### config.mk
export PLATFORM = sky130hd
export DESIGN_NAME = hns_front_flat
export DESIGN_NICKNAME = d
export VERILOG_FILES = /design/src/hdl/hns_pkg.sv /design/src/hdl/hns_if.sv /design/src/hdl/hns_front.sv /design/src/flat_wrapper.sv
export SDC_FILE = /design/constraint.sdc
export NUM_CORES = 1
export LEC_CHECK = 0
export BUFFER_PORTS_ARGS = -buffer_cell sky130_fd_sc_hd__buf_2
export CORE_MARGIN = 8
export CORE_UTILIZATION = 40
export DETAILED_ROUTE_END_ITERATION = 10
export PLACE_DENSITY = 0.69
export SYNTH_ARGS = -nofsm -noshare
export SYNTH_HDL_FRONTEND = slang
export SYNTH_SLANG_ARGS = --single-unit
### constraint.sdc
create_clock -name clk -period 6.2 [get_ports clk]
set_input_delay 1.24 -clock clk [delete_from_list [all_inputs] [get_ports clk]]
set_output_delay 1.24 -clock clk [all_outputs]
set_load 0.01 [all_outputs]
### src/hdl/hns_pkg.sv
// Shared types, constants and helpers of the heightfield normal shader.
`timescale 1ns / 1ps

package hns_pkg;

	localparam int MAX_WIDTH = 1024;
	localparam int MAX_ROWS  = 1024;
	localparam int COL_W     = $clog2(MAX_WIDTH);
	localparam int ROW_W     = $clog2(MAX_ROWS);
	localparam int DIM_W     = 11;
	localparam int GRID_W    = 10;

	localparam int QDEPTH = 4;
	localparam int QPTR_W = $clog2(QDEPTH);

	localparam logic [1:0] K_STORE = 2'd0;
	localparam logic [1:0] K_EMIT  = 2'd1;
	localparam logic [1:0] K_DRAIN = 2'd2;

	localparam logic [1:0] R_GRID_WIDTH   = 2'd0;
	localparam logic [1:0] R_GRID_ROWS    = 2'd1;
	localparam logic [1:0] R_SLOPE_GAIN   = 2'd2;
	localparam logic [1:0] R_ALBEDO_COLOR = 2'd3;

	localparam logic signed [15:0] LIGHT_X = 16'sd11440;
	localparam logic signed [15:0] LIGHT_Y = 16'sd27783;
	localparam logic signed [15:0] LIGHT_Z = 16'sd13075;
	localparam logic [15:0] AMBIENT_Q15 = 16'd11469;
	localparam logic [15:0] DIFFUSE_Q15 = 16'd21299;
	localparam logic [16:0] ONE_Q15     = 17'd32768;
	localparam logic [7:0]  CH_MAX      = 8'hFF;

	typedef struct packed {
		logic [DIM_W-1:0]  grid_width;
		logic [DIM_W-1:0]  grid_rows;
		logic signed [23:0] slope_gain;
		logic [31:0]       albedo_color;
	} cfg_t;

	typedef struct packed {
		logic [1:0]       kind;
		logic [COL_W-1:0] x;
		logic [COL_W-1:0] xp;
		logic [COL_W-1:0] xm;
		logic [ROW_W-1:0] z;
		logic [15:0]      h;
		logic             left_c;
		logic             above_c;
		logic             sx2;
		logic             sz2;
		logic             last;
	} cmd_t;

	function automatic int clamp_dim(logic [DIM_W-1:0] v, int hi);
		int r;
		r = int'(v);
		if (r < 2) r = 2;
		else if (r > hi) r = hi;
		return r;
	endfunction

endpackage

### src/hdl/hns_if.sv
// Stream channel interfaces for height words and shaded result words.
`timescale 1ns / 1ps

interface hns_in_if;
	logic        valid;
	logic        ready;
	logic        func;
	logic [15:0] height_sample;

	modport source (output valid, output func, output height_sample, input ready);
	modport sink (input valid, input func, input height_sample, output ready);
endinterface


### src/hdl/hns_front.sv
// Front end: accepts words, tracks raster position and classifies each word.
`timescale 1ns / 1ps

module hns_front import hns_pkg::*; (
	input  logic       clk,
	input  logic       arst_n,
	hns_in_if.sink     in_ch,
	input  cfg_t       cfg,
	input  logic       q_full,
	output logic       push,
	output cmd_t       cmd
);

	logic [COL_W:0]   w;
	logic [ROW_W:0]   rows;
	logic [COL_W-1:0] col_q;
	logic [ROW_W-1:0] row_q;
	logic [COL_W-1:0] drain_q;
	logic             draining_q;
	logic             acc;
	logic [COL_W-1:0] x;
	logic [COL_W:0]   x1;
	logic [COL_W-1:0] xp;
	logic [COL_W:0]   c1;
	logic [ROW_W:0]   r1;
	logic             last;

	assign w    = (COL_W+1)'(clamp_dim(cfg.grid_width, MAX_WIDTH));
	assign rows = (ROW_W+1)'(clamp_dim(cfg.grid_rows, MAX_ROWS));

	assign in_ch.ready = !q_full;
	assign acc  = in_ch.valid && in_ch.ready;
	assign push = acc && (in_ch.func == draining_q);

	assign x    = in_ch.func ? drain_q : col_q;
	assign x1   = (COL_W+1)'(x) + (COL_W+1)'(1);
	assign xp   = (x1 < w) ? x1[COL_W-1:0] : x;
	assign last = (x1 >= w);
	assign c1   = (COL_W+1)'(col_q) + (COL_W+1)'(1);
	assign r1   = (ROW_W+1)'(row_q) + (ROW_W+1)'(1);

	always_comb begin
		cmd.x      = x;
		cmd.xp     = xp;
		cmd.xm     = (x != '0) ? x - COL_W'(1) : x;
		cmd.h      = in_ch.height_sample;
		cmd.left_c = (x == '0);
		cmd.sx2    = (x != '0) && (xp != x);
		cmd.last   = last;
		if (in_ch.func) begin
			cmd.kind    = K_DRAIN;
			cmd.z       = ROW_W'(rows - (ROW_W+1)'(1));
			cmd.above_c = 1'b0;
			cmd.sz2     = 1'b0;
		end else begin
			cmd.kind    = (row_q != '0) ? K_EMIT : K_STORE;
			cmd.z       = row_q - ROW_W'(1);
			cmd.above_c = (row_q == ROW_W'(1));
			cmd.sz2     = (row_q != ROW_W'(1));
		end
	end

	always_ff @(posedge clk or negedge arst_n) begin
		if (!arst_n) begin
			col_q      <= '0;
			row_q      <= '0;
			drain_q    <= '0;
			draining_q <= 1'b0;
		end else if (push) begin
			if (in_ch.func) begin
				if (last) begin
					drain_q    <= '0;
					draining_q <= 1'b0;
				end else begin
					drain_q <= x1[COL_W-1:0];
				end
			end else if (c1 >= w) begin
				col_q <= '0;
				if (r1 >= rows) begin
					row_q      <= '0;
					draining_q <= 1'b1;
					drain_q    <= '0;
				end else begin
					row_q <= r1[ROW_W-1:0];
				end
			end else begin
				col_q <= c1[COL_W-1:0];
			end
		end
	end

endmodule

### src/flat_wrapper.sv
// flat-port wrapper written by rule: the top's interface ports become plain ports
module hns_front_flat import hns_pkg::*;
  (clk, arst_n, cfg, q_full, push, cmd, in_ch_valid, in_ch_func, in_ch_height_sample, in_ch_ready);
  hns_in_if in_ch_i ();
  input  logic clk;
  input  logic arst_n;
  input  cfg_t cfg;
  input  logic q_full;
  output logic push;
  output cmd_t cmd;
  input wire logic [$bits(in_ch_i.valid)-1:0] in_ch_valid;
  input wire logic [$bits(in_ch_i.func)-1:0] in_ch_func;
  input wire logic [$bits(in_ch_i.height_sample)-1:0] in_ch_height_sample;
  output wire logic [$bits(in_ch_i.ready)-1:0] in_ch_ready;
  assign in_ch_i.valid = in_ch_valid;
  assign in_ch_i.func = in_ch_func;
  assign in_ch_i.height_sample = in_ch_height_sample;
  assign in_ch_ready = in_ch_i.ready;
  hns_front u_core (.clk(clk), .arst_n(arst_n), .in_ch(in_ch_i), .cfg(cfg), .q_full(q_full), .push(push), .cmd(cmd));
endmodule
==> impl_metrics.yaml <==
outcome:
  outcome: "completed"
final_layout:
  multi_input_area_um2: 2660
  register_area_um2: 776
  area_growth_pct: 13.1
  drive_gt1_share_pct: 20.9
  layout_common_cells: "buf_2 (75), nand2_1 (46), ha_1 (40)"
  fillCellCount: 883
  nets: 665
  n_antenna_cell: 0
  final_common_cell: "buf_2"
global_route:
  grt_antenna_before_repair: 0
  grt_pass1_vias: 3451
  grt_max_degree: 32
  grt_pass1_wl_um: 16600
  gr-total-overflow: 0
  grt_use_total_pct: 15.5
cts:
  postCtsSetupRepairBufs: 0
  cts_hold_buf: 0
  cts_buffers: 5
  clockRootBuffer: "clkbuf_8"
  cts_tree: "yes"
  clk_latency_ns: 0.29
  h-tree-depth: 2
  clk_pin_slew_ns: 0.07
  cts_resized: 0
  cts.sinks: 31
  cts.path.max_buffers: 2
drt:
  drc: 0
  drt_iter0_markers: 260
  totalWireLength_um: 10200
  vias: 3522
  ant_nets: 0
  first_pass_iters: 5
  viasPerCell: 5.37
  wl_per_cell_um: 15.5
yosys:
  synth_area_um2: 3790
  synth_edf_count: 0
  synth.net_count: 612
  synth.distinct_cells: 62
  yosysSeqAreaShare_pct: 20.4
  synth_seq_cells: 31
  postSynth.asyncResetShare_pct: 100
  yosys_warnings: 0
  synthesis.instances: 473
  synth_area_per_cell_um2: 8.02
  ys.flop_type: "dfrtp_1"
placement:
  io_buffer_count: 75
  place_ws_ns: 0.331
  dp_hpwl_um: 8310
  place.gp.congestion: 0.890
critical_path:
  rr_worst_depth: 15
  required_ns: 4.96
  slowest_stage: "or3_4"
  critPathArrivalTime_ns: 4.62
  critical-path-top-delay-family: "simple AND/OR/NAND/NOR gates"
  r2r_slack_ns: 2.25
  crit_path_start_kind: "input port"
  crit_fanout: 14
  critPathBufInv: 4
  r2r_start: "u_core.col_q[0]"
  worstSetupPathType: "in2out"
  max_stage_delay_ns: 0.43
  cp-end-kind: "output pin"
  r2r-end: "u_core.drain_q[5]"
  crit_chain: "buf_2, mux2i_2, inv_1, ha_1, nand3_2, or3_4, or3_4, xnor2_2, ha_1, a21o_1, a21o_1, a21oi_1, o31ai_1, buf_4, nor4_1, xnor2_1, buf_2"
sta:
  rsz0062_at_grt: "no"
  worst_slew_pin_slew_ns: 0.737
  layout_setup_ws_ns: 0.341
  skew_ns: 0.00854
  timing.final.crit_share_pct: 94.5
  final_hold_viol_count: 0
  min_period_ns: 5.86
  setup_viol: 0
  finalSetupTns_ns: 0
  max_slew_margin_pct: 50.6
  drv_slew: 0
  fmax_mhz: 171
pwr:
  total_power_mw: 1.12
  p_sw_share_pct: 42.7
  peakVddDrop_uv: 120
  p_seq_share_pct: 25.1
  clockPowerShare_pct: 18.7
  cellPowerDensity_nw_per_um2: 260
  internal-power_mw: 0.640
  combPwrFrac_pct: 56.2
  power_switching_mw: 0.476
  leakagePower_nw: 2.08
floorplanning:
  rows: 35
  die_area_um2: 12900
  ios: 164
  coreArea_um2: 9240
  die_w_um: 113
  die_h_um: 113
  start_util_pct: 41.1
worst_hold_path:
  min_to: "u_core.drain_q[1]"
  min_from: "u_core.drain_q[1]"
  min-delay-path-class: "reg2reg"
  holdPathStages: 2
flow_run:
  max-cap-violations: 0
[tightest hold or removal path, stage by stage, from the launching register on]
cell	delay [ns]
dfrtp_1	0.38
inv_1	0.05
o2bb2ai_1	0.05
[through the flow]
stage	hold slack [ns]	utilization [%]	cells	area, um2
detailed placement	0.510	45.2	648	4170
global placement	0.506	45.2	648	4170
floorplan	0.488	-	473	3790
CTS	0.521	46.4	656	4290
finish	0.516	46.4	656	4290
global route	0.558	46.4	656	4290
[how the worst max path moves through the flow]
stage | start | end | slack (ns) | cells after the start
5_1_grt | in_ch_func | cmd[50] | 0.15 | 17
6_report | in_ch_func | cmd[50] | 0.34 | 17
2_1_floorplan | in_ch_func | cmd[43] | 0.29 | 15
3_3_place_gp | in_ch_func | cmd[44] | 0.40 | 17
4_1_cts | in_ch_func | cmd[50] | 0.34 | 17
3_5_place_dp | in_ch_func | cmd[50] | 0.33 | 17
[area by class of cell]
type	instances	share of cell area, %
Clock inverter	2	0.817
Clock buffer	6	1.92
Multi-Input combinational cell	369	62.0
Sequential cell	31	18.1
Tap cell	129	3.76
Inverter	35	3.09
Timing Repair Buffer	84	10.3
[Yosys cell counts, drive strengths merged, types with 4 or more instances]
master | n | area, um2
a21o | 7 | 52.6
ha | 40 | 500
clkbuf | 13 | 48.8
nor3 | 17 | 90.1
mux2i | 15 | 165
nand3 | 18 | 100
or3 | 10 | 72.6
nand4 | 5 | 31.3
a22o | 7 | 61.3
inv | 33 | 124
o21bai | 4 | 30.0
nor2 | 39 | 149
and3 | 9 | 56.3
o21ai | 24 | 120
nor3b | 5 | 37.5
dfrtp | 31 | 776
nand2b | 5 | 31.3
nor2b | 4 | 27.5
buf | 25 | 176
a21oi | 11 | 55.1
o2bb2ai | 12 | 105
nand2 | 46 | 173
xnor2 | 38 | 340
nor4 | 6 | 52.6
o31ai | 5 | 37.5
xor2 | 12 | 105
[cells by family after synthesis]
logic type,share of synthesized area [%]
and+or+nand+nor,22.4
AOI/OAI and AO/OA,18.2
buffers and inverters,9.43
xor gates and xnor gates,11.7
adders and majority gates,13.2
DFF,20.4
muxes,4.65
[sequential cells by signal (all words and copies together), names as in the netlist]
| signal | count |
|---|---|
| u_core.col_q | 10 |
| u_core.drain_q | 10 |
| u_core.row_q | 10 |
| u_core.draining_q | 1 |
[per-layer routing]
metal  GRT usage (%)  vias to the layer above  part of all wire (%)
li1                -                     1752                     -
met1            19.5                     1683                    45
met2            26.6                       75                    48
met3            3.22                       12                   5.5
met4            3.29                        0                  0.84
met5               0                        -                     0
[power groups by stage]
stage	clock (mW)	combinational (mW)	sequential, mW
after CTS	0.212	0.632	0.279
final	0.209	0.628	0.280
after detailed placement	0	0.629	0.283
after floorplan	0	0.430	0.270
after global routing	0.220	0.697	0.286
after global placement	0	0.612	0.282
(Power assumes the default switching activity.)
