## config.mk

```make
export PLATFORM = sky130hd
export DESIGN_NAME = hns_queue
export DESIGN_NICKNAME = d
export VERILOG_FILES = /design/src/hdl/hns_pkg.sv /design/src/hdl/hns_queue.sv
export SDC_FILE = /design/constraint.sdc
export NUM_CORES = 1
export LEC_CHECK = 0
export BUFFER_PORTS_ARGS = -buffer_cell sky130_fd_sc_hd__buf_4
export CORE_MARGIN = 2
export CORE_UTILIZATION = 35
export CTS_CLUSTER_SIZE = 12
export DETAILED_ROUTE_END_ITERATION = 6
export GPL_ROUTABILITY_DRIVEN = 1
export PLACE_DENSITY = 0.52
export SKIP_LAST_GASP = 1
export SYNTH_ARGS = -nofsm -noshare
export SYNTH_HDL_FRONTEND = slang
export SYNTH_SLANG_ARGS = --single-unit
```

## constraint.sdc

```tcl
create_clock -name clk -period 2.8 [get_ports clk]
set_input_delay 0.14 -clock clk [delete_from_list [all_inputs] [get_ports clk]]
set_output_delay 0.14 -clock clk [all_outputs]
set_load 0.05 [all_outputs]
```

## src/hdl/hns_pkg.sv

```systemverilog
// Shared types, constants and helpers of the heightfield normal shader.
`timescale 1ns / 1ps

package hns_pkg;

	localparam int MAX_WIDTH = 1024;
	localparam int MAX_ROWS  = 1024;
	localparam int COL_W     = $clog2(MAX_WIDTH);
	localparam int ROW_W     = $clog2(MAX_ROWS);
	localparam int DIM_W     = 11;
	localparam int GRID_W    = 10;

	localparam int QDEPTH = 4;
	localparam int QPTR_W = $clog2(QDEPTH);

	localparam logic [1:0] K_STORE = 2'd0;
	localparam logic [1:0] K_EMIT  = 2'd1;
	localparam logic [1:0] K_DRAIN = 2'd2;

	localparam logic [1:0] R_GRID_WIDTH   = 2'd0;
	localparam logic [1:0] R_GRID_ROWS    = 2'd1;
	localparam logic [1:0] R_SLOPE_GAIN   = 2'd2;
	localparam logic [1:0] R_ALBEDO_COLOR = 2'd3;

	localparam logic signed [15:0] LIGHT_X = 16'sd11440;
	localparam logic signed [15:0] LIGHT_Y = 16'sd27783;
	localparam logic signed [15:0] LIGHT_Z = 16'sd13075;
	localparam logic [15:0] AMBIENT_Q15 = 16'd11469;
	localparam logic [15:0] DIFFUSE_Q15 = 16'd21299;
	localparam logic [16:0] ONE_Q15     = 17'd32768;
	localparam logic [7:0]  CH_MAX      = 8'hFF;

	typedef struct packed {
		logic [DIM_W-1:0]  grid_width;
		logic [DIM_W-1:0]  grid_rows;
		logic signed [23:0] slope_gain;
		logic [31:0]       albedo_color;
	} cfg_t;

	typedef struct packed {
		logic [1:0]       kind;
		logic [COL_W-1:0] x;
		logic [COL_W-1:0] xp;
		logic [COL_W-1:0] xm;
		logic [ROW_W-1:0] z;
		logic [15:0]      h;
		logic             left_c;
		logic             above_c;
		logic             sx2;
		logic             sz2;
		logic             last;
	} cmd_t;

	function automatic int clamp_dim(logic [DIM_W-1:0] v, int hi);
		int r;
		r = int'(v);
		if (r < 2) r = 2;
		else if (r > hi) r = hi;
		return r;
	endfunction

endpackage

```

## src/hdl/hns_queue.sv

```systemverilog
// Short command queue between the front end and the back end.
`timescale 1ns / 1ps

module hns_queue import hns_pkg::*; (
	input  logic clk,
	input  logic arst_n,
	input  logic push,
	input  cmd_t wdata,
	input  logic pop,
	output logic full,
	output logic valid,
	output cmd_t head
);

	cmd_t              mem_q [QDEPTH];
	logic [QPTR_W-1:0] wp_q;
	logic [QPTR_W-1:0] rp_q;
	logic [QPTR_W:0]   cnt_q;

	assign full  = (cnt_q == (QPTR_W+1)'(QDEPTH));
	assign valid = (cnt_q != '0);
	assign head  = mem_q[rp_q];

	always_ff @(posedge clk) begin
		if (push && !full) mem_q[wp_q] <= wdata;
	end

	always_ff @(posedge clk or negedge arst_n) begin
		if (!arst_n) begin
			wp_q  <= '0;
			rp_q  <= '0;
			cnt_q <= '0;
		end else begin
			if (push && !full) wp_q <= wp_q + QPTR_W'(1);
			if (pop && valid) rp_q <= rp_q + QPTR_W'(1);
			if ((push && !full) && !(pop && valid)) cnt_q <= cnt_q + (QPTR_W+1)'(1);
			else if (!(push && !full) && (pop && valid)) cnt_q <= cnt_q - (QPTR_W+1)'(1);
		end
	end

endmodule

```

==> reports/qor.csv, run 1 <==
stage,metric,value,unit
outcome,status,"finished, final reports clean",
synth,post-synthesis cell count,364,
pwr,P_sw,0.00553,W
cts,Clock Pin Slew Worst Setup and Hold Paths,60,ps
floorplanning,Starting Density,35.5,%
cts,CTS tree,done,
synth,"Warnings, synthesis",0,
detailed_routing,DR pass1 iterations,4,
detailed_routing,Iteration-0 DRC Markers,290,
synth,#FFs+latches synth,259,
worst_hold_path,worst hold path type,in -> reg,
floorplanning,Core Area,26800,sq um
timing,highest clock rate,0.412,GHz
cts,CTS H-tree depth,1,
critical_path,critical path class,reg -> out,
synth,"area leader, netlist",edfxtp_1,
detailed_routing,vias post-DR,4572,
detailed_routing,"antenna viol nets, final",0,
floorplanning,die area,28500,sq um
synth,Avg Inst Size Synth,26.1,sq um
critical_path,startpoint types,flip-flop,
cts,Clock Path Buffers,3,
synth,Yosys cell types,19,
detailed_routing,DRC,0,
cells_and_area,post-layout net count,661,
synth,"Async S/R FF share, synth",2.70,%
floorplanning,row count,60,
critical_path,Critical Path End,head[19],
cts,clock root buffer,clkbuf_16,
placement,GPL Wtd Cong,0.659,
global_route,largest net degree at the start of global routing,64,
synth,"EDFF count, synth",252,
critical_path,Worst setup EP type,output port,
timing,clock skew,17.3,ps
floorplanning,# IOs,132,
detailed_routing,Via density,4.81,
synth,post-synth top area share,79.6,%
global_route,final global-route overflow total,0,
flow_run,number of max-cap violations,0,
timing,final setup fails,0,
pwr,Sequential Power Share,36.8,%
pwr,internal power,0.00930,W
floorplanning,die height,169,um
cells_and_area,Area Growth Syn to Fin,31.7,%
critical_path,Worst EP required,2660,ps
synth,Mapped Nets,437,
floorplanning,die width,169,um
cts,CTS sink cnt,259,
pwr,leakage power,4.33,nW
cts,clk_lat worst skew,530,ps
synth,sequential area share after synthesis,81.4,%
timing,Final Critical Period,2430,ps
pwr,clock power share,23.3,%
cells_and_area,share of cells above drive strength 1,42.0,%
pwr,largest vdd supply drop,0.411,mV
critical_path,worst r2r path cells,8,
detailed_routing,final WL,19000,um
detailed_routing,routed len/inst,20.0,um
critical_path,crit path max fanout,37,
synth,commonest cells in the netlist,"edfxtp_1 (252), mux4_2 (63), buf_2 (8)",
placement,IO Port Bufs,131,
pwr,Power per Cell Area,1180,nW/um^2
timing,Rel. slew slack,67.0,%
critical_path,r2r setup slk,620,ps
synth,largest cells by area after synthesis,"edfxtp_1 (80%), mux4_2 (15%), dfrtp_1 (1.8%)",
critical_path,worst setup path start,rp_q[0],
critical_path,Reg-to-Reg End,cnt_q[2],
global_route,vias in the first global route,4965,
pwr,total power,0.0148,W
timing,Final Hold Viols,0,
timing,RSZ-0062 raised after global routing,false,
pwr,fraction of power spent switching nets,37.3,%
pwr,Comb pwr share,39.9,%
timing,crit share post-route,86.6,%
cts,TritonCTS buffer count,29,
global_route,initial antenna violation count,0,
synth,Mapped Area,9510,sq um
cts,post-CTS sizing,0,
global_route,first-pass GRT wire length,29000,um
timing,setup TNS,0,ps
synth,most frequent cell after synthesis,edfxtp_1,
critical_path,WP data arrival,2290,ps
cells_and_area,diode count,0,
timing,worst slew pin tran,495,ps
synth,"Primary FF master, synth",edfxtp_1,
timing,max-slew violation count,0,
placement,Post-DP HPWL,11100,um
global_route,Tot GR Track Use,13.4,%
cells_and_area,"Core Util, Final",46.7,%
critical_path,r2r startpoint,cnt_q[0],
## area by class of cell
class,count,area [sq um]
Clock buffer,39,783
Clock inverter,14,98.8
Fill cell,2272,14300
Inverter,3,11.3
Multi-Input combinational cell,87,1650
Sequential cell,259,7750
Tap cell,341,427
Timing Repair Buffer,208,1800
## logic make-up (layout without fill, tap and decap cells)
kind of cell  count (synthesis)  after routing  synth area share [%]
xor+xnor                      6              6                 0.553
fa+ha+maj                     6              6                 0.869
buf+inv                      18            264                  1.33
flops                       259            259                  81.4
mux                          65             65                  15.2
simple gates                 10             10                 0.658
## layer usage
metal | share of wire [%] | vias up | global-route usage [%]
li1 | - | 2003 | -
met1 | 43 | 2426 | 17.1
met2 | 50 | 117 | 23.4
met3 | 5.1 | 26 | 2.71
met4 | 1.7 | 0 | 3.79
met5 | 0 | - | 0
## sequential cells by signal, indices dropped and copies added (netlist names)
| signal | flops |
|---|---|
| wp_q | 2 |
| cnt_q | 3 |
| rp_q | 2 |
| mem_q | 252 |
## cell usage in the layout, fill, tap and decap left out, drive strengths merged
cell and instances:
dlygate4sd3 66, nor2 1, nand2 1, nor3b 1, mux4 63, fa 1, clkbuf 39, nor2b 1
and2 4, edfxtp 252, mux2 2, bufinv 1, xnor2 4, ha 5, xor2 2, buf 142
nand3 1, inv 5, clkinv 11, dfrtp 7, or3 1
## through the flow
step | instance area [sq um] | setup WS (ps) | hold WS, ps | cells
2_1_floorplan | 9510 | 353 | -156 | 364
3_3_place_gp | 11000 | 719 | -40.5 | 832
3_5_place_dp | 11000 | 631 | -36.6 | 832
4_1_cts | 12500 | 297 | 56.8 | 951
5_1_grt | 12500 | 249 | 146 | 951
6_report | 12500 | 375 | 81.4 | 951
## power groups by stage
stage | registers [W] | clock network [W] | logic, W
detailed placement | 0.00555 | 0 | 0.00598
finish | 0.00545 | 0.00345 | 0.00592
floorplan | 0.00534 | 0 | 0.00433
global placement | 0.00550 | 0 | 0.00595
CTS | 0.00547 | 0.00356 | 0.00606
global route | 0.00553 | 0.00370 | 0.00624
## timing repair
action                                  4_1_cts  5_1_grt
buffers inserted                              0        0
hold endpoints to repair                    261        0
hold buffers                                 66        0
endpoints found under the setup margin        0        0
## critical path, stage by stage, from the launching register on
cell	delay [ps]
dfrtp_4	580
buf_12	350
mux4_2	590
buf_4	210
## worst min-delay path by stage
stage | endpoint | cells after the start | from
after floorplan | cnt_q[0] | 0 | arst_n
after global placement | cnt_q[0] | 1 | arst_n
after detailed placement | cnt_q[0] | 1 | arst_n
after CTS | wp_q[0] | 4 | push
after global routing | wp_q[0] | 4 | push
final | wp_q[0] | 4 | push
(Power assumes the default switching activity.)
==> run 2: changes to the inputs <==
--- a/config.mk
+++ b/config.mk
@@ -11,7 +11,7 @@
 export CTS_CLUSTER_SIZE = 12
 export DETAILED_ROUTE_END_ITERATION = 6
 export GPL_ROUTABILITY_DRIVEN = 1
-export PLACE_DENSITY = 0.52
+export PLACE_DENSITY = 0.5
 export SKIP_LAST_GASP = 1
 export SYNTH_ARGS = -nofsm -noshare
 export SYNTH_HDL_FRONTEND = slang
==> constraint.sdc (replaced) <==
create_clock -name clk -period 2.6 [get_ports clk]
set_input_delay 0.13 -clock clk [delete_from_list [all_inputs] [get_ports clk]]
set_output_delay 0.13 -clock clk [all_outputs]
set_load 0.05 [all_outputs]
==> run 2 against run 1 <==
Clock-buffer cell count decreased by 1. Critical path depth did not move. Clock skew is 1.4 ps higher. Die area stayed put. Via count shrank 0.96%. Routed wire length down 2.9%. Largest power group unchanged.
==> reports/qor.csv, run 2 (synthesis gave the netlist of run 1 again) <==
stage,metric,value,unit
detailed_routing,Iteration-0 DRC Markers,372,
cts,clk_lat worst skew,530,ps
placement,Post-DP HPWL,10700,um
pwr,Power per Cell Area,1270,nW/um^2
flow_run,number of max-cap violations,0,
timing,final setup fails,0,
global_route,Tot GR Track Use,13.2,%
timing,worst slew pin tran,428,ps
detailed_routing,DR pass1 iterations,4,
cells_and_area,Area Growth Syn to Fin,32.2,%
cts,post-CTS sizing,0,
timing,crit share post-route,91.0,%
pwr,leakage power,4.34,nW
worst_hold_path,worst hold path type,in -> reg,
cells_and_area,Reg area,7750,sq um
floorplanning,die width,169,um
critical_path,critical path class,reg -> out,
cells_and_area,max reg flops,252,
placement,IO Port Bufs,131,
cells_and_area,"most common cell after layout, fill and taps aside",edfxtp_1,
global_route,final global-route overflow total,0,
cts,Clock Pin Slew Worst Setup and Hold Paths,60,ps
floorplanning,# IOs,132,
detailed_routing,DRC,0,
cells_and_area,Multi-input gate area,1650,sq um
timing,RSZ-0062 raised after global routing,false,
detailed_routing,routed len/inst,19.4,um
critical_path,Worst setup EP type,output port,
global_route,initial antenna violation count,1,
placement,Placement Setup Slack,373,ps
critical_path,WP data arrival,2240,ps
detailed_routing,final WL,18400,um
timing,max-slew violation count,0,
cells_and_area,Biggest register,mem_q,
cells_and_area,share of cells above drive strength 1,41.6,%
critical_path,Worst EP required,2470,ps
detailed_routing,vias post-DR,4528,
timing,Rel. slew slack,71.5,%
floorplanning,die height,169,um
detailed_routing,"antenna viol nets, final",0,
worst_hold_path,Worst Hold Depth,4,
critical_path,worst r2r path cells,8,
floorplanning,Starting Density,35.5,%
global_route,vias in the first global route,5015,
placement,GPL Wtd Cong,0.693,
global_route,largest net degree at the start of global routing,40,
global_route,first-pass GRT wire length,28800,um
timing,Final Hold Viols,0,
timing,setup TNS,0,ps
timing,clock skew,18.7,ps
floorplanning,row count,60,
timing,Final Critical Period,2370,ps
outcome,status,"finished, final reports clean",
cts,CTS H-tree depth,1,
critical_path,startpoint types,flip-flop,
cells_and_area,"commonest cells after routing, fill and taps aside","edfxtp_1 (252), buf_4 (139), dlygate4sd3_1 (66)",
cells_and_area,post-layout net count,665,
cells_and_area,FILL cells,2242,
cts,clock root buffer,clkbuf_16,
timing,highest clock rate,0.423,GHz
critical_path,crit path max fanout,12,
cts,CTS tree,done,
timing,final worst slack,234,ps
detailed_routing,Via density,4.75,
floorplanning,die area,28500,sq um
floorplanning,Core Area,26800,sq um
cts,TritonCTS buffer count,28,
pwr,largest vdd supply drop,0.805,mV
cells_and_area,Largest regs,"mem_q x252, cnt_q x3",
cts,Clock Path Buffers,3,
cts,CTS sink cnt,259,
==> run 2: layout make-up <==
type | count | area share, %
antenna | 1 | 0.0199
clock buffer | 38 | 6.04
clock inverter | 11 | 0.806
inverter | 3 | 0.0896
multi-input combinational | 87 | 13.1
sequential | 259 | 61.6
tap | 341 | 3.39
timing repair buffer | 213 | 14.9
==> run 2: repair_timing <==
item | in CTS | in global routing
setup buffers | 0 | 1
hold buffers | 66 | 0
endpoints found under the setup margin | 0 | 16
hold endpoints to repair | 261 | 0
==> run 2: critical path, cell delays in order (launching register included) <==
cell	delay, ps
dfrtp_4	650
buf_4	300
mux4_2	530
buf_4	210
==> run 2: worst paths after layout <==
| kind | from | end | slack [ps] |
|---|---|---|---|
| setup / recovery | rp_q[0] | head[54] | 230 |
| hold / removal | push | wp_q[0] | 70 |
| setup reg to reg | cnt_q[0] | cnt_q[2] | 380 |
| hold reg to reg | cnt_q[2] | cnt_q[2] | 500 |
| max in group asynchronous | arst_n | rp_q[1] | 1750 |
| min in group asynchronous | arst_n | cnt_q[0] | 570 |
==> run 2: stage by stage <==
step	instance area, sq um	util [%]	hold slack, ps	power [W]	std cells
after global placement	11000	41.1	-54.4	0.0123	836
after floorplan	9510	-	-166	0.0104	364
after global routing	12600	46.9	130	0.0167	953
after detailed placement	11000	41.1	-51.5	0.0124	836
final	12600	46.9	66.3	0.0160	953
after CTS	12500	46.8	46.0	0.0162	951
==> run 2: layer usage <==
layer  routed length [um]  up-vias  track usage [%]
met3                  982       28             2.90
li1                     -     2010                -
met4                  436        0             4.39
met2                 9370      117             22.2
met5                    0        -                0
met1                 7660     2373             17.0
==> run 2: power by group <==
group	switching (W)	leakage [nW]	internal (W)
clock	0.00148	0.416	0.00222
sequential	0.000355	2.39	0.00553
combinational	0.00405	1.54	0.00236
total	0.00588	4.34	0.0101
